File: src/design/cscq_pkg.sv
package cscq_pkg;

    // table capacities
    localparam int MAX_RECTS    = 64;
    localparam int MAX_VERTICES = 256;
    localparam int MAX_POLYGONS = 32;

    // field widths, coordinates are signed q16.8
    localparam int COORD_W = 24;
    localparam int SIZE_W  = 23;

    // index and count widths
    localparam int RIDX_W = (MAX_RECTS > 1) ? $clog2(MAX_RECTS) : 1;
    localparam int RCNT_W = $clog2(MAX_RECTS + 1);
    localparam int VIDX_W = (MAX_VERTICES > 1) ? $clog2(MAX_VERTICES) : 1;
    localparam int VCNT_W = $clog2(MAX_VERTICES + 1);
    localparam int PIDX_W = (MAX_POLYGONS > 1) ? $clog2(MAX_POLYGONS) : 1;
    localparam int PCNT_W = $clog2(MAX_POLYGONS + 1);

    // arithmetic widths
    localparam int DIFF_W = COORD_W + 1;
    localparam int RD_W   = COORD_W + 2;
    localparam int RP_W   = 2 * RD_W;
    localparam int PROD_W = 2 * DIFF_W;
    localparam int SUM_W  = PROD_W + 1;
    localparam int R2_W   = 2 * SIZE_W;
    localparam int WM_W   = PROD_W;
    localparam int WP_W   = 2 * WM_W;

    typedef enum logic [1:0] {
        KIND_RECT   = 2'd0,
        KIND_VERTEX = 2'd1,
        KIND_QUERY  = 2'd2,
        KIND_CLEAR  = 2'd3
    } kind_t;

    typedef enum logic [4:0] {
        ST_IDLE,
        ST_LOAD,
        ST_Q_INIT,
        ST_R_CHECK,
        ST_R_CLAMP,
        ST_R_MUL,
        ST_R_CMP,
        ST_P_CHECK,
        ST_P_HEAD,
        ST_P_TEST,
        ST_E_READ,
        ST_E_DIFF,
        ST_E_MUL1,
        ST_E_MUL2,
        ST_E_SUM,
        ST_E_DEC,
        ST_E_WAIT,
        ST_E_NEXT,
        ST_P_END,
        ST_REPLY
    } ctrl_state_t;

    typedef enum logic [4:0] {
        OP_NONE,
        OP_CAPTURE,
        OP_LOAD,
        OP_Q_INIT,
        OP_R_READ,
        OP_R_CLAMP,
        OP_R_MUL,
        OP_R_CMP,
        OP_P_READ,
        OP_P_HEAD,
        OP_P_SKIP,
        OP_E_READ,
        OP_E_DIFF,
        OP_E_MUL1,
        OP_E_MUL2,
        OP_E_SUM,
        OP_E_DEC,
        OP_E_WCMP,
        OP_E_NEXT,
        OP_P_END
    } dp_op_t;

    typedef struct packed {
        dp_op_t op;
    } dp_cmd_t;

    typedef struct packed {
        logic in_is_query;
        logic rect_end;
        logic poly_end;
        logic poly_small;
        logic need_wide;
        logic wide_done;
        logic edge_last;
    } dp_status_t;

    typedef struct packed {
        logic [COORD_W-1:0] x;
        logic [COORD_W-1:0] y;
        logic [SIZE_W-1:0]  w;
        logic [SIZE_W-1:0]  h;
        logic               water;
    } rect_entry_t;

    typedef struct packed {
        logic [COORD_W-1:0] x;
        logic [COORD_W-1:0] y;
    } vert_entry_t;

    typedef struct packed {
        logic [VIDX_W-1:0] first;
        logic [VCNT_W-1:0] size;
        logic              water;
    } poly_entry_t;

endpackage

File: src/design/cscq_ctrl.sv
module cscq_ctrl (
    input  logic                 clk,
    input  logic                 rst_n,
    input  logic                 start,
    output logic                 busy,
    output logic                 done,
    output cscq_pkg::dp_cmd_t    cmd,
    input  cscq_pkg::dp_status_t st
);
    import cscq_pkg::*;

    ctrl_state_t state_reg;
    ctrl_state_t state_next;

    // state register
    always_ff @(posedge clk or negedge rst_n)
    begin
        if (!rst_n)
            state_reg <= ST_IDLE;
        else
            state_reg <= state_next;
    end

    // sequencing
    always_comb
    begin
        state_next = state_reg;
        cmd.op     = OP_NONE;
        busy       = (state_reg != ST_IDLE);
        done       = (state_reg == ST_REPLY);
        unique case (state_reg)
            ST_IDLE:
            begin
                if (start)
                begin
                    cmd.op     = OP_CAPTURE;
                    state_next = st.in_is_query ? ST_Q_INIT : ST_LOAD;
                end
            end
            ST_LOAD:
            begin
                cmd.op     = OP_LOAD;
                state_next = ST_REPLY;
            end
            ST_Q_INIT:
            begin
                cmd.op     = OP_Q_INIT;
                state_next = ST_R_CHECK;
            end
            ST_R_CHECK:
            begin
                if (st.rect_end)
                    state_next = ST_P_CHECK;
                else
                begin
                    cmd.op     = OP_R_READ;
                    state_next = ST_R_CLAMP;
                end
            end
            ST_R_CLAMP:
            begin
                cmd.op     = OP_R_CLAMP;
                state_next = ST_R_MUL;
            end
            ST_R_MUL:
            begin
                cmd.op     = OP_R_MUL;
                state_next = ST_R_CMP;
            end
            ST_R_CMP:
            begin
                cmd.op     = OP_R_CMP;
                state_next = ST_R_CHECK;
            end
            ST_P_CHECK:
            begin
                if (st.poly_end)
                    state_next = ST_REPLY;
                else
                begin
                    cmd.op     = OP_P_READ;
                    state_next = ST_P_HEAD;
                end
            end
            ST_P_HEAD:
            begin
                cmd.op     = OP_P_HEAD;
                state_next = ST_P_TEST;
            end
            ST_P_TEST:
            begin
                if (st.poly_small)
                begin
                    cmd.op     = OP_P_SKIP;
                    state_next = ST_P_CHECK;
                end
                else
                    state_next = ST_E_READ;
            end
            ST_E_READ:
            begin
                cmd.op     = OP_E_READ;
                state_next = ST_E_DIFF;
            end
            ST_E_DIFF:
            begin
                cmd.op     = OP_E_DIFF;
                state_next = ST_E_MUL1;
            end
            ST_E_MUL1:
            begin
                cmd.op     = OP_E_MUL1;
                state_next = ST_E_MUL2;
            end
            ST_E_MUL2:
            begin
                cmd.op     = OP_E_MUL2;
                state_next = ST_E_SUM;
            end
            ST_E_SUM:
            begin
                cmd.op     = OP_E_SUM;
                state_next = ST_E_DEC;
            end
            ST_E_DEC:
            begin
                cmd.op     = OP_E_DEC;
                state_next = st.need_wide ? ST_E_WAIT : ST_E_NEXT;
            end
            ST_E_WAIT:
            begin
                if (st.wide_done)
                begin
                    cmd.op     = OP_E_WCMP;
                    state_next = ST_E_NEXT;
                end
            end
            ST_E_NEXT:
            begin
                cmd.op     = OP_E_NEXT;
                state_next = st.edge_last ? ST_P_END : ST_E_READ;
            end
            ST_P_END:
            begin
                cmd.op     = OP_P_END;
                state_next = ST_P_CHECK;
            end
            ST_REPLY:
                state_next = ST_IDLE;
            default:
                state_next = ST_IDLE;
        endcase
    end

`ifndef NO_ASSERTIONS
    a_accept_busy: assert property (@(posedge clk) disable iff (!rst_n)
        start && !busy |=> busy)
        else $error("accepted item did not raise busy");

    a_done_single: assert property (@(posedge clk) disable iff (!rst_n)
        done |=> !done && !busy)
        else $error("result strobe longer than one cycle");

    a_wait_entry: assert property (@(posedge clk) disable iff (!rst_n)
        (state_reg == ST_E_WAIT) |-> ($past(state_reg) == ST_E_DEC
                                   || $past(state_reg) == ST_E_WAIT))
        else $error("multiplier wait entered without a start");
`endif

endmodule

File: config.mk
export PLATFORM = sky130hd
export DESIGN_NAME = cscq_ctrl
export DESIGN_NICKNAME = d
export VERILOG_FILES = /design/src/design/cscq_pkg.sv /design/src/design/cscq_ctrl.sv
export SDC_FILE = /design/constraint.sdc
export NUM_CORES = 1
export LEC_CHECK = 0
export ABC_AREA = 1
export BUFFER_PORTS_ARGS = -buffer_cell sky130_fd_sc_hd__buf_2
export CAP_MARGIN = 40
export CORE_MARGIN = 1
export CORE_UTILIZATION = 44
export CTS_CLUSTER_SIZE = 14
export DETAILED_ROUTE_END_ITERATION = 10
export PLACE_DENSITY = 0.8
export SYNTH_ARGS = -nofsm -noshare
export SYNTH_HDL_FRONTEND = slang
export SYNTH_SLANG_ARGS = --single-unit
File: constraint.sdc
create_clock -name clk -period 1.6 [get_ports clk]
set_clock_uncertainty 0.15 [all_clocks]
set_input_delay 0.32 -clock clk [delete_from_list [all_inputs] [get_ports clk]]
set_output_delay 0.32 -clock clk [all_outputs]
set_load 0.02 [all_outputs]
### After elaboration in Yosys (flattened, before gate mapping)

Index checks and enable logic that the tools add are counted.

| storage, ports and cells | value |
|---|---|
| bits in registers | 5 |
| bits in writable memories | 0 |
| word-level logic and storage cells | 41 |
| memories kept | 0 |
| latch bits | 0 |
| output and inout bits | 7 |
| ROM bits | 0 |

| operators by class | value |
|---|---|
| muxes and demuxes | 15 |
| add/sub/neg operators | 0 |
| shifts and indexed selects | 0 |
| multiply operators | 0 |
| magnitude comparators | 0 |
| div/mod/pow operators | 0 |
| reduce and logical (&&, ||, !) cells | 4 |
| equal/unequal tests | 21 |
| bitwise gates (word level) | 0 |

Operators with widths:

| cell | count |
|---|---|
| $pmux W5 S19 | 1 |
| $pmux W5 S18 | 1 |
| $eq A5 B4 Y1 const B | 8 |
| $mux W5 | 5 |
| $eq A5 B3 Y1 const B | 4 |
| $eq A5 B5 Y1 const B | 4 |
| $mux W4 | 3 |
| $eq A5 B2 Y1 const B | 2 |
| $eq A5 B1 Y1 const B | 1 |
| $logic_not A5 Y1 | 1 |
| $reduce_bool A5 Y1 | 1 |
| $mux W2 | 2 |
| $ne A2 B2 Y1 const B | 2 |
| $mux W3 | 1 |
| $mux W1 | 2 |
| $reduce_and A2 Y1 | 1 |
| $reduce_or A2 Y1 | 1 |

### Depth between registers and ports, before layout

| depth | value |
|---|---|
| depth in word-level cells | 3 |
| gate-level depth with buffers | 9 |
| gate-level depth less buffers | 9 |

### Least setup slack after synthesis

OpenSTA, ideal clock, no wires.

| path | value |
|---|---|
| kind | reg-to-output |
| from | register state_reg[3] |
| to | output port cmd[1] (netlist bit) |
| slack | -67 ps |
| arrival | 1197 ps |
| data required time | 1130 ps |
| cell stages (with the launch flop) | 8 |
| path buffers | 0 |
| cells stage by stage | dfrtp_1 nor2_4 nand2_2 nor2_1 nor2_1 nand3b_1 nor2_1 nand2_1 |

RTL lines:

| item | RTL line | source |
|---|---|---|
| start: declaration | cscq_ctrl.sv:12 | `ctrl_state_t state_reg;` |
| start signal: assignment | cscq_ctrl.sv:21 | `state_reg <= state_next;` |
| end: declaration | cscq_ctrl.sv:7 | `output cscq_pkg::dp_cmd_t cmd,` |

==> results.cfg <==
[logic_synthesis]
synth_cells = 100
syn_nets = 110
synthTopCellsByArea = dfrtp_1 21%, nand3_1 13%, nor2_1 13%
synthDistinctLibCells = 19
synth.top_cell.area_share = 0.2101
synth_top_area_cell = dfrtp_1
ys_ff_latch = 5
syn_area_um2 = 595.6
avgSynthCellArea_um2 = 5.956
ys_warn_count = 0
yosysSeqAreaShare = 0.2101

[placement]
place.gp.congestion = 0.9373
io_buffers = 16
dpl.cell_count = 157
hpwl_mm = 1.650

[clock_tree]
clkTransAtPathRegs_ns = 0.06
h-tree-depth = 1
cts_tree = built
cts_sinks = 5
clockBufferDepth = 2
clock_latency_ns = 0.28
cts_inserted_buffers = 3
cts_root_buffer = clkbuf_4

[status]
status = complete, but fails checks
failed_checks = setup timing

[setup_path]
worstPathRequired_ns = 1.13
worstSetupPathType = reg -> out
crit_chain = nor2_4 > nand2_2 > nor2_4 > nor2_2 > buf_4 > nand3_1 > buf_4
end_kind = output pin
critPathArrivalTime_ns = 1.71
cpMaxStageDelayCell = dfrtp_2
critPathMaxStageDelay_ns = 0.47
crit_fanout = 4
crit_path_start_kind = flop

[global_route]
antenna_found_initial = 0
grt_max_degree = 8
grt_pass1_wl_mm = 4.181
grt_pass1_vias = 906
grt.total_usage = 0.4301
gr-total-overflow = 0

[hold_path]
hold_class = in -> reg

[pwr]
combPwrFrac = 0.809
p_switching_w = 0.001498
p_int_w = 0.001345
clkPwrFrac = 0.062
leakagePower_nw = 0.5993
p_seq_frac = 0.129
swShare = 0.5268
ir_worst_vdd_mv = 2.115
power.density_nw_per_um2 = 2500

[route]
wl_per_cell_um = 20.44
dr.pass1.iters = 5
drt_iter0_drc = 135
drtAntennaViolNets = 0
via_per_inst = 6.643
drc = 0
via_count = 1136
totalWireLength_mm = 3.496

[timing]
rsz0062_at_grt = yes
hold_slack_ns = 0.2451
worst_pin_slew_ns = 0.2517
max_freq_mhz = 459.1
maxSlewViolCount = 0
fin_crit_sh = 1.361
finalSetupViolations = 12
period_needed_ns = 2.178
hold_viol_final = 0
tns_ns = -4.295
setup_ws_ns = -0.5781
slew-limit-headroom = 0.8322

[die]
fp-row-count = 12
start_util = 0.5021
coreArea_um2 = 1186
die_area_um2 = 1505
die_height_um = 38.79
chipWidth_um = 38.79
io_pins = 17

[layout]
final_layout_size_suffix_gt1_frac = 0.5987
final_cells = 171
syn_to_final_growth_pct = 90.97
layout_commonest_cell = buf_4
most-common-layout-cells = 36 x buf_4, 16 x nand2_1, 13 x nand3_1, 12 x nor2_1, 10 x buf_2
nets = 168
num_antenna_cells = 0
largest_register_ff_count = 5

[run]
maxCapViolations = 0
-- critical path, delay by kind of cell (launching register included) --
family                 cells  cell delay [ns]
AND/OR/NAND/NOR            5             0.66
flip-flops                 1             0.47
buffers and inverters      2             0.29
-- cells in the mapped netlist, drive strengths merged --
cell	instances
nand2	23
buf	1
o22ai	1
inv	12
a21oi	2
nor3	1
dfrtp	5
nand3b	2
nor2	26
o211ai	1
o21ai	4
nand4	5
nand3	17
-- logic make-up after synthesis --
group | Yosys count | synth area share
simple gates | 74 | 0.6050
flops | 5 | 0.2101
compound gates | 8 | 0.09033
buf+inv | 13 | 0.09453
-- path summary, 6_finish.rpt --
path	start	endpoint	slack [ns]	cells after the start
worst min-delay path	st[1]	state_reg[1]$_DFFE_PN0P_	0.25	3
worst max register to register	state_reg[1]$_DFFE_PN0P_	state_reg[1]$_DFFE_PN0P_	-0.49	13
min in group asynchronous	rst_n	state_reg[2]$_DFFE_PN0P_	0.32	2
max in group asynchronous	rst_n	state_reg[0]$_DFFE_PN0P_	0.81	2
worst min register to register	state_reg[1]$_DFFE_PN0P_	state_reg[4]$_DFFE_PN0P_	0.78	4
worst max-delay path	state_reg[3]$_DFFE_PN0P_	cmd[4]	-0.58	7
-- metrics by stage --
stage / power (W) / setup slack, ns / area [µm²] / utilization
floorplan: 0.001221 / -0.01126 / 624.3 / -
global placement: 0.001824 / -0.1796 / 920.9 / 0.7764
detailed placement: 0.001856 / -0.2361 / 920.9 / 0.7764
CTS: 0.002436 / -0.4224 / 1086 / 0.9156
global route: 0.002900 / -0.5784 / 1137 / 0.9589
finish: 0.002843 / -0.5781 / 1137 / 0.9589
-- cell type report --
class                      count  area, µm²
sequential                     5      131.4
tap                           14      17.52
timing repair buffer          54      417.9
inverter                      12      47.55
multi-input combinational     82      496.7
clock buffer                   4      26.28
fill                          29      48.80
-- what timing repair did --
action	CTS	global route
hold buffers	1	0
endpoints found under the setup margin	9	11
endpoints found under the hold margin	5	0
setup buffers	11	3
resized for setup	25	10
pin swaps	10	11
-- layer usage --
layer  share of wire  routed length (µm)  vias to the layer above  GRT usage
met1            0.33                1156                      496     0.4931
met5               0                   0                        -          0
met3            0.15                 522                       65    0.09827
met2            0.41                1420                      121     0.7292
li1                -                   -                      454          -
met4            0.11                 396                        0     0.2241
-- power by group through the flow --
stage	sequential, W	clock [W]	combinational (W)
global placement	0.000315	0	0.00151
detailed placement	0.000324	0	0.00153
CTS	0.000332	0.000159	0.00195
finish	0.000367	0.000175	0.00230
global route	0.000369	0.000175	0.00236
floorplan	0.000282	0	0.000940
No activity file was read; power rests on OpenSTA's default activity.
